$ cat config.mk
export PLATFORM = sky130hd
export DESIGN_NAME = sensor_poll_sequencer_flat
export DESIGN_NICKNAME = d
export VERILOG_FILES = /design/src/rtl/core/sps_pkg.sv /design/src/rtl/core/sps_req_if.sv /design/src/rtl/core/sps_csr.sv /design/src/rtl/core/sps_core.sv /design/src/rtl/core/sensor_poll_sequencer.sv /design/src/flat_wrapper.sv
export SDC_FILE = /design/constraint.sdc
export NUM_CORES = 1
export LEC_CHECK = 0
export ABC_AREA = 1
export BUFFER_PORTS_ARGS = -buffer_cell sky130_fd_sc_hd__buf_2
export CAP_MARGIN = 15
export CORE_ASPECT_RATIO = 1.2
export CORE_MARGIN = 2
export CORE_UTILIZATION = 55
export CTS_CLUSTER_DIAMETER = 50
export DETAILED_ROUTE_END_ITERATION = 12
export MAX_ROUTING_LAYER = met4
export PLACE_DENSITY = 0.75
export SLEW_MARGIN = 20
export SYNTH_ARGS = -nofsm -noshare
export SYNTH_HDL_FRONTEND = slang
export SYNTH_HIERARCHICAL = 1
export SYNTH_SLANG_ARGS = --single-unit
$ cat constraint.sdc
create_clock -name clock -period 3.8 [get_ports clock]
set_clock_uncertainty 0.1 [all_clocks]
set_input_delay 0.38 -clock clock [delete_from_list [all_inputs] [get_ports clock]]
set_output_delay 0.38 -clock clock [all_outputs]
set_load 0.02 [all_outputs]
$ cat src/rtl/core/sps_pkg.sv
// sps_pkg: shared types and constants for the sensor poll sequencer.
// Depends on nothing; every other file of the block imports it.
`timescale 1ns / 1ps

package sps_pkg;

   // Timing of one second and sensor population
   localparam int unsigned TICKS_PER_SEC = 100;   // 4 .. 128
   localparam int unsigned TEMP_SENSORS  = 3;     // 1 .. 3

   localparam int unsigned PHASE_W = 7;
   localparam logic [PHASE_W-1:0] PHASE_LAST = PHASE_W'(TICKS_PER_SEC - 1);

   // Fixed humidity read phases, one per sensor
   localparam logic [PHASE_W-1:0] HUMID_PHASE_1 = PHASE_W'(20);
   localparam logic [PHASE_W-1:0] HUMID_PHASE_2 = PHASE_W'(53);
   localparam logic [PHASE_W-1:0] HUMID_PHASE_3 = PHASE_W'(86);

   localparam logic [2:0] TEMP_MASK_LIMIT = 3'((1 << TEMP_SENSORS) - 1);

   localparam logic [7:0] OPT_MAX    = 8'd255;
   localparam logic [5:0] PRESS_MAX  = 6'd63;
   localparam logic [7:0] ABSENT_MAX = 8'd255;

   // Register file
   localparam int unsigned CSR_IDX_W  = 3;
   localparam int unsigned CSR_DATA_W = 8;

   typedef enum logic [CSR_IDX_W-1:0] {
      CSR_BARO_MASK   = 3'd0,
      CSR_HUMID_MASK  = 3'd1,
      CSR_TEMP_MASK   = 3'd2,
      CSR_ABSENT_LIM  = 3'd3,
      CSR_TRIG_PHASE  = 3'd4,
      CSR_SLOW_PHASE  = 3'd5
   } csr_index_type;

   typedef struct packed {
      logic [3:0]         baro_present_mask;
      logic [2:0]         humid_present_mask;
      logic [2:0]         temp_present_mask;
      logic [7:0]         absent_limit;
      logic [PHASE_W-1:0] temp_trigger_phase;
      logic [PHASE_W-1:0] slow_read_phase;
   } cfg_type;

   typedef enum logic [1:0] {
      START_NONE  = 2'd0,
      START_PRESS = 2'd1,
      START_TEMP  = 2'd2
   } start_kind_type;

   typedef enum logic [1:0] {
      HUMID_NONE = 2'd0,
      HUMID_S1   = 2'd1,
      HUMID_S2   = 2'd2,
      HUMID_S3   = 2'd3
   } humid_sel_type;

   typedef enum logic [1:0] {
      SHUT_NONE   = 2'd0,
      SHUT_ENTER  = 2'd1,
      SHUT_RESUME = 2'd2
   } shut_type;

   typedef struct packed {
      logic ppg_read_ok;
      logic baro_finish_ok;
      logic baro_start_ok;
      logic wearer_present;
      logic second_boundary;
   } req_word_type;

   typedef struct packed {
      logic           ppg_read;
      logic           baro_finish;
      start_kind_type baro_start_kind;
      humid_sel_type  humid_select;
      logic           temp_trigger;
      logic [2:0]     temp_read_mask;
      logic           slow_sample;
      shut_type       shutdown_change;
      logic           standby_now;
      logic           rate_update;
      logic [7:0]     optical_rate;
      logic [5:0]     pressure_rate;
   } rsp_word_type;

endpackage

$ cat src/rtl/core/sps_req_if.sv
// sps_req_if / sps_rsp_if: valid/ready channels for tick words and result words.
// Depends on sps_pkg for the payload types.
`timescale 1ns / 1ps

interface sps_req_if import sps_pkg::*; ();
   logic         valid;
   logic         ready;
   req_word_type data;

   modport source (output valid, output data, input ready);
   modport sink   (input valid, input data, output ready);
endinterface

interface sps_rsp_if import sps_pkg::*; ();
   logic         valid;
   logic         ready;
   rsp_word_type data;

   modport source (output valid, output data, input ready);
   modport sink   (input valid, input data, output ready);
endinterface

$ cat src/rtl/core/sps_csr.sv
// sps_csr: configuration registers of the sequencer, write-only port.
// Depends on sps_pkg (cfg_type, register indexes).
`timescale 1ns / 1ps

module sps_csr import sps_pkg::*; (
   input  logic                  clock,
   input  logic                  reset,
   input  logic                  csr_wr_en,
   input  logic [CSR_IDX_W-1:0]  csr_index,
   input  logic [CSR_DATA_W-1:0] csr_wdata,
   output cfg_type               cfg
);

   cfg_type cfg_ff, cfg_in;

   always_comb begin
      cfg_in = cfg_ff;
      if (csr_wr_en) begin
         unique case (csr_index)
            CSR_BARO_MASK:  cfg_in.baro_present_mask  = csr_wdata[3:0];
            CSR_HUMID_MASK: cfg_in.humid_present_mask = csr_wdata[2:0];
            CSR_TEMP_MASK:  cfg_in.temp_present_mask  = csr_wdata[2:0];
            CSR_ABSENT_LIM: cfg_in.absent_limit       = csr_wdata[7:0];
            CSR_TRIG_PHASE: cfg_in.temp_trigger_phase = csr_wdata[PHASE_W-1:0];
            CSR_SLOW_PHASE: cfg_in.slow_read_phase    = csr_wdata[PHASE_W-1:0];
            default: ;  // unmapped index: write is dropped
         endcase
      end
   end

   always_ff @(posedge clock) begin
      if (reset) begin
         cfg_ff.baro_present_mask  <= 4'd15;
         cfg_ff.humid_present_mask <= 3'd7;
         cfg_ff.temp_present_mask  <= 3'd7;
         cfg_ff.absent_limit       <= 8'd5;
         cfg_ff.temp_trigger_phase <= PHASE_W'(40);
         cfg_ff.slow_read_phase    <= PHASE_W'(70);
      end else begin
         cfg_ff <= cfg_in;
      end
   end

   assign cfg = cfg_ff;

endmodule

$ cat src/rtl/core/sps_core.sv
// sps_core: sequencer state and the per-tick action decode.
// Depends on sps_pkg. State advances once per word moved to the result register.
`timescale 1ns / 1ps

module sps_core import sps_pkg::*; (
   input  logic         clock,
   input  logic         reset,
   input  logic         advance,
   input  req_word_type tick,
   input  cfg_type      cfg,
   output rsp_word_type result
);

   logic [PHASE_W-1:0] phase_ff, phase_in;
   logic [1:0]         quarter_ff, quarter_in;
   logic               pending_ff, pending_in;
   logic               want_temp_ff, want_temp_in;
   logic               standby_ff, standby_in;
   logic [7:0]         absent_ff, absent_in;
   logic [7:0]         optical_ff, optical_in;
   logic [5:0]         pressure_ff, pressure_in;

   logic       baro_slot;
   logic       slow_hit;
   logic [7:0] absent_inc;
   logic [7:0] optical_next;
   logic [5:0] pressure_next;

   always_comb begin
      result       = '0;
      standby_in   = standby_ff;
      absent_in    = absent_ff;
      pending_in   = pending_ff;
      want_temp_in = want_temp_ff;

      baro_slot = !standby_ff && (cfg.baro_present_mask != 4'd0) && (quarter_ff == 2'd0);
      slow_hit  = (phase_ff == cfg.slow_read_phase);

      optical_next = optical_ff;
      if (!standby_ff && tick.ppg_read_ok && optical_ff != OPT_MAX)
         optical_next = optical_ff + 8'd1;

      pressure_next = pressure_ff;
      if (baro_slot && pending_ff && tick.baro_finish_ok && pressure_ff != PRESS_MAX)
         pressure_next = pressure_ff + 6'd1;

      result.ppg_read    = !standby_ff;
      result.baro_finish = baro_slot && pending_ff;
      if (baro_slot) begin
         result.baro_start_kind = want_temp_ff ? START_TEMP : START_PRESS;
         pending_in             = tick.baro_start_ok;
         want_temp_in           = 1'b0;
      end

      if (!standby_ff) begin
         priority if (phase_ff == HUMID_PHASE_1 && cfg.humid_present_mask[0])
            result.humid_select = HUMID_S1;
         else if (phase_ff == HUMID_PHASE_2 && cfg.humid_present_mask[1])
            result.humid_select = HUMID_S2;
         else if (phase_ff == HUMID_PHASE_3 && cfg.humid_present_mask[2])
            result.humid_select = HUMID_S3;
         else
            result.humid_select = HUMID_NONE;
         result.temp_trigger = (phase_ff == cfg.temp_trigger_phase);
      end

      // presence check and standby entry/exit at the slow phase
      absent_inc = (absent_ff != ABSENT_MAX) ? absent_ff + 8'd1 : absent_ff;
      if (slow_hit) begin
         result.slow_sample = 1'b1;
         if (!standby_ff)
            result.temp_read_mask = cfg.temp_present_mask & TEMP_MASK_LIMIT;
         if (tick.wearer_present) begin
            absent_in = 8'd0;
            if (standby_ff) begin
               standby_in             = 1'b0;
               result.shutdown_change = SHUT_RESUME;
            end
         end else if (!standby_ff) begin
            absent_in = absent_inc;
            if (absent_inc >= cfg.absent_limit) begin
               standby_in             = 1'b1;
               result.shutdown_change = SHUT_ENTER;
            end
         end
      end
      result.standby_now = standby_in;

      phase_in   = (phase_ff == PHASE_LAST) ? '0 : phase_ff + PHASE_W'(1);
      quarter_in = quarter_ff + 2'd1;

      optical_in  = optical_next;
      pressure_in = pressure_next;
      if (tick.second_boundary) begin
         result.rate_update   = 1'b1;
         result.optical_rate  = optical_next;
         result.pressure_rate = pressure_next;
         optical_in           = 8'd0;
         pressure_in          = 6'd0;
         want_temp_in         = 1'b1;
      end
   end

   always_ff @(posedge clock) begin
      if (reset) begin
         phase_ff     <= '0;
         quarter_ff   <= 2'd0;
         pending_ff   <= 1'b0;
         want_temp_ff <= 1'b0;
         standby_ff   <= 1'b0;
         absent_ff    <= 8'd0;
         optical_ff   <= 8'd0;
         pressure_ff  <= 6'd0;
      end else if (advance) begin
         phase_ff     <= phase_in;
         quarter_ff   <= quarter_in;
         pending_ff   <= pending_in;
         want_temp_ff <= want_temp_in;
         standby_ff   <= standby_in;
         absent_ff    <= absent_in;
         optical_ff   <= optical_in;
         pressure_ff  <= pressure_in;
      end
   end

endmodule

$ cat src/rtl/core/sensor_poll_sequencer.sv
// sensor_poll_sequencer: top level; input register, decode core, result register.
// Depends on sps_pkg, sps_req_if/sps_rsp_if, sps_csr and sps_core.
//
//   port  | dir | handshake        | word
//   ------+-----+------------------+-------------------------------------
//   req   | in  | valid/ready      | one 10 ms tick event (5 flags)
//   rsp   | out | valid/ready      | actions due in that tick, rates
//   csr   | in  | wr_en, no ready  | index 0..5, 8-bit data
//
// A word accepted at req moves from the input register to the result register
// once it is empty or being read; one word per cycle sustained while rsp
// stays ready. The input register feeds the decode, whose state updates as
// the word lands in the result register. A stalled rsp holds its word; the
// input register still takes one more word. Reset (synchronous) clears both
// registers' valid bits, the sequencer state and loads the register defaults.
`timescale 1ns / 1ps

module sensor_poll_sequencer import sps_pkg::*; (
   input  logic                  clock,
   input  logic                  reset,
   sps_req_if.sink               req,
   sps_rsp_if.source             rsp,
   input  logic                  csr_wr_en,
   input  logic [CSR_IDX_W-1:0]  csr_index,
   input  logic [CSR_DATA_W-1:0] csr_wdata
);

   cfg_type      cfg;
   rsp_word_type result;

   logic         in_valid_ff, in_valid_in;
   req_word_type in_word_ff;
   logic         out_valid_ff, out_valid_in;
   rsp_word_type out_word_ff;

   logic out_free;
   logic advance;
   logic req_take;

   sps_csr u_csr (
      .clock     (clock),
      .reset     (reset),
      .csr_wr_en (csr_wr_en),
      .csr_index (csr_index),
      .csr_wdata (csr_wdata),
      .cfg       (cfg)
   );

   sps_core u_core (
      .clock   (clock),
      .reset   (reset),
      .advance (advance),
      .tick    (in_word_ff),
      .cfg     (cfg),
      .result  (result)
   );

   assign out_free  = !out_valid_ff || rsp.ready;
   assign advance   = in_valid_ff && out_free;
   assign req.ready = !in_valid_ff || advance;
   assign req_take  = req.valid && req.ready;

   assign in_valid_in  = req_take || (in_valid_ff && !advance);
   assign out_valid_in = advance || (out_valid_ff && !rsp.ready);

   always_ff @(posedge clock) begin
      if (reset) begin
         in_valid_ff  <= 1'b0;
         out_valid_ff <= 1'b0;
      end else begin
         in_valid_ff  <= in_valid_in;
         out_valid_ff <= out_valid_in;
      end
   end

   always_ff @(posedge clock) begin
      if (req_take)
         in_word_ff <= req.data;
      if (advance)
         out_word_ff <= result;
   end

   assign rsp.valid = out_valid_ff;
   assign rsp.data  = out_word_ff;

   // input register must hold while the result side is blocked
   a_hold_when_blocked: assert property (@(posedge clock) disable iff (reset)
      (in_valid_ff && !out_free) |-> !req.ready)
      else $error("input register overwritten while result stage blocked");

   a_finish_has_start: assert property (@(posedge clock) disable iff (reset)
      (rsp.valid && rsp.data.baro_finish) |-> (rsp.data.baro_start_kind != START_NONE))
      else $error("pressure finish without a following start");

   a_enter_sets_standby: assert property (@(posedge clock) disable iff (reset)
      (rsp.valid && rsp.data.shutdown_change == SHUT_ENTER)
         |-> (rsp.data.standby_now && rsp.data.ppg_read))
      else $error("standby entry inconsistent with flags");

   a_rates_only_published: assert property (@(posedge clock) disable iff (reset)
      (rsp.valid && !rsp.data.rate_update)
         |-> (rsp.data.optical_rate == 8'd0 && rsp.data.pressure_rate == 6'd0))
      else $error("rates nonzero outside a second boundary");

   a_result_follows_advance: assert property (@(posedge clock) disable iff (reset)
      advance |=> rsp.valid)
      else $error("advanced word did not appear at the result port");

endmodule
$ cat src/flat_wrapper.sv
// flat-port wrapper written by rule: the top's interface ports become plain ports
module sensor_poll_sequencer_flat import sps_pkg::*;
  (clock, reset, csr_wr_en, csr_index, csr_wdata, req_valid, req_data, req_ready, rsp_valid, rsp_data, rsp_ready);
  sps_req_if req_i ();
  sps_rsp_if rsp_i ();
  input  logic clock;
  input  logic reset;
  input  logic csr_wr_en;
  input  logic [CSR_IDX_W-1:0] csr_index;
  input  logic [CSR_DATA_W-1:0] csr_wdata;
  input wire logic [$bits(req_i.valid)-1:0] req_valid;
  input wire logic [$bits(req_i.data)-1:0] req_data;
  output wire logic [$bits(req_i.ready)-1:0] req_ready;
  output wire logic [$bits(rsp_i.valid)-1:0] rsp_valid;
  output wire logic [$bits(rsp_i.data)-1:0] rsp_data;
  input wire logic [$bits(rsp_i.ready)-1:0] rsp_ready;
  assign req_i.valid = req_valid;
  assign req_i.data = req_data;
  assign req_ready = req_i.ready;
  assign rsp_valid = rsp_i.valid;
  assign rsp_data = rsp_i.data;
  assign rsp_i.ready = rsp_ready;
  sensor_poll_sequencer u_core (.clock(clock), .reset(reset), .req(req_i), .rsp(rsp_i), .csr_wr_en(csr_wr_en), .csr_index(csr_index), .csr_wdata(csr_wdata));
endmodule
==> results.md <==
* Synth warn at 6
* Final hold violation count at 0
* Area grow syn2layout at 10.02%
* Setup WS pre-CTS at 1.289 ns
* Clock Power Share at 32.8%
* Final setup vio count at 0
* Crit share post-route at 66.23%
* Multi-input logic area at 2295 um2
* Crit path buf inv count at 3
* Largest area contributor in the netlist: dfxtp_1
* CTS Hold Buffers Added at 0
* First-pass GRT wire length at 17250 um
* Total number of vias at 4190
* Leak pwr at 2.543 nW
* Synth area leaders: dfxtp_1 27%, edfxtp_1 20%, nand2_1 12%, nand3_1 7.3%, nor2_1 6.0%
* FFs w/ async S/R, synth at 0%
* Die X at 91.98 um
* CP startpoint: u_core/u_core/absent_ff[0]$_SDFFE_PP0P_
* Routability-driven placement congestion ratio at 0.9108
* VDD IR max at 0.1637 mV
* Initial DRC count at 228
* Post-Synth Simple-Gate Area at 30.12%
* Worst Hold Slack at 0.08412 ns
* Critical Path Start Type: flip-flop
* Largest family of logic cells by synthesized area: simple AND/OR/NAND/NOR gates
* Post-route ant nets at 0
* Pwr/cell area at 368.8 nW/um2
* CP dominant cell by count: nand2_1
* Post-synth cell types at 40
* Post-Syn Instances at 657
* CTS Buffer Depth at 2
* Detailed Place HPWL at 7468 um
* CP max FO at 8
* Data required, critical path at 3.83 ns
* Core box area at 9034 um2
* Largest net degree at the start of global routing at 36
* Post-synth top area share at 26.65%
* Synth Register Bits at 102
* Number of global-route vias before repair at 3843
* # resized after CTS at 0
* Crit end category: flip-flop
* Die Y-Extent at 109.6 um
* Fin Setup TNS at 0 ns
* Worst hold path class: in2reg
* CTS tree: yes
* Worst setup margin at 1.283 ns
* DRT Wirelength at 10210 um
* CP cell instances: ha_1 > nand3_1 > inv_1 > nand2_1 > o21ai_0 > inv_1 > ha_1 > nand2_1 > nand2_1 > nand2_1 > nand2_1 > nand2_1 > nand3_1 > nand2_1 > nand2_1 > nand2_1 > inv_1
* H-tree depth at 3
* RSZ-0062 raised after global routing: no
* CTS clk-pin slew, worst paths at 0.10 ns
* CP delay by family, top: simple AND/OR/NAND/NOR gates
* Initial antenna violation count at 0
* Slew at the pin closest to its max-slew limit at 0.9006 ns
* IO buf count at 51
* Rows at 38
* Synth top cells by count: 163 x nand2_1, 81 x nor2_1, 80 x inv_1, 75 x nand3_1, 68 x dfxtp_1
* Compound-Gate Fraction of Synth Area at 6.539%
* Sequential power share at 57.3%
* FILL cells at 839
* Ys flop type: dfxtp_1
* Max Slew Vio Count at 0
* CP max stage delay at 0.41 ns
* Arr. time, crit path at 2.55 ns
* Clock Sink Count at 102
* GR Util All Layers at 22.08%
* Die area at 10080 um2
* Psw at 0.5272 mW
* Rel. slew slack at 39.90%
* Post-Syn Area at 5109 um2
* Fin area at 5620 um2
* Mean Syn Cell Area at 7.776 um2
* Logic pwr share at 9.9%
* Clk Latency, worst-skew pair at 0.36 ns
* Drt pass-1 iters at 5
* Tmin final at 2.517 ns
* Seq. cell area at 2382 um2
* Post-CTS Setup Inserts at 0
* Status: finished clean
* Via-to-Cell Ratio at 5.085
* Switching portion of total power at 25.44%
* Root buffer cell: clkbuf_8
* Hold Crit Start: req_data[2]
* N_diodes at 0
* Post-synth EDFFs at 34
* Register area share after synthesis at 46.63%
* Worst reg2reg startpoint: u_core/u_core/absent_ff[0]$_SDFFE_PP0P_
* Placement Cell Area at 5419 um2
* Cell with the most instances after synthesis: nand2_1
* Starting Density at 56.55%
* Setup CP Type: reg2reg
* Internal at 1.545 mW
* CP max stage cell: dfxtp_1
* Share of cells above drive strength 1 at 14.20%
* GRT overflow at 0
* Post-synthesis mux area share at 0%
* Fmax at 397.4 MHz
* Adder-cell area share of the yosys netlist at 3.919%
* Max-cap violations at 0
* Routed length per instance at 12.39 um
* Syn Nets at 694
* Fin nets at 736
* XOR/XNOR Fraction of Synth Area at 4.066%
* Total CTS buffers at 9
* Drt drc at 0
* # IOs at 52
==> cell type report <==
type                       count  share of cell area (%)
clock buffer                  10                   2.449
timing repair buffer          53                   4.809
inverter                      86                   5.766
clock inverter                 6                   1.091
sequential                   102                   42.39
tap                          120                   2.671
multi-input combinational    447                   40.83
==> routing by layer <==
metal | up-vias | track usage, % | share of wire [%]
met5 | - | - | 0
li1 | 2183 | - | -
met3 | 10 | 3.838 | 4.0
met2 | 79 | 38.76 | 51
met4 | 0 | 7.036 | 1.2
met1 | 1918 | 26.04 | 44
==> registers in the layout, indices dropped and copies added (netlist names) <==
signal	cells
u_core/u_core/pending_ff	1
u_core/u_core/quarter_ff	2
u_core/rsp.valid	1
u_core/rsp.data	29
u_core/u_csr/cfg	32
u_core/u_core/optical_ff	8
u_core/u_core/absent_ff	8
u_core/u_core/pressure_ff	6
u_core/u_core/want_temp_ff	1
u_core/in_word_ff	5
u_core/in_valid_ff	1
u_core/u_core/phase_ff	7
u_core/u_core/standby_ff	1
==> worst paths after layout <==
kind	to	slack, ns	cells past startpoint
worst max-delay path	u_core/rsp.data[15]$_DFFE_PP_	1.28	17
worst min-delay path	u_core/in_word_ff[2]$_DFFE_PP_	0.08	1
worst max register to register	u_core/rsp.data[15]$_DFFE_PP_	1.28	17
worst min register to register	u_core/u_csr/cfg[27]$_SDFFE_PP1P_	0.37	2
==> per-stage QoR <==
step           util [%]  total power [mW]  cells
5_1_grt           62.22             2.165    824
4_1_cts           62.19             2.093    824
3_5_place_dp      59.99             1.419    808
6_report          62.22             2.073    824
2_1_floorplan         -             1.358    657
3_3_place_gp      59.99             1.413    808
==> power by group through the flow <==
stage                     registers (mW)  logic [mW]  clock network [mW]
after CTS                           1.19       0.207               0.699
after detailed placement            1.21       0.206                   0
after global placement              1.21       0.201                   0
final                               1.19       0.206               0.680
after global routing                1.19       0.233               0.740
after floorplan                     1.22       0.133                   0
==> worst register-to-register path: stages, from the launching register on <==
cell and delay, ns:
dfxtp_1 0.41, ha_1 0.22, nand3_1 0.12, inv_1 0.07, nand2_1 0.16, o21ai_0 0.28, inv_1 0.07, ha_1 0.29
nand2_1 0.07, nand2_1 0.04, nand2_1 0.05, nand2_1 0.04, nand2_1 0.05, nand3_1 0.08, nand2_1 0.07, nand2_1 0.04
nand2_1 0.08, inv_1 0.04
==> cells in the final DEF, fill, tap and decap left out, types with 2 or more instances in the layout <==
| master | instances |
|---|---|
| nand2_1 | 163 |
| edfxtp_1 | 34 |
| nand2_4 | 2 |
| nor2_2 | 6 |
| dfxtp_1 | 68 |
| o21ai_0 | 12 |
| nand2_2 | 2 |
| nand3_2 | 3 |
| a21oi_1 | 32 |
| a21oi_2 | 5 |
| buf_4 | 2 |
| clkinv_2 | 2 |
| nand4_1 | 8 |
| nand3_1 | 75 |
| ha_1 | 16 |
| buf_2 | 51 |
| xnor2_2 | 2 |
| xor2_1 | 14 |
| xnor2_1 | 6 |
| nor2_1 | 80 |
| inv_2 | 5 |
| clkbuf_8 | 10 |
| nor3_1 | 6 |
| inv_1 | 80 |
| clkinvlp_4 | 3 |
==> cell families (layout without fill, tap and decap cells) <==
family	after synthesis	after routing
compound gates	58	58
flops	102	102
buf+inv	108	155
fa+ha+maj	16	16
xor+xnor	22	22
simple gates	351	351
(Power assumes the default switching activity.)
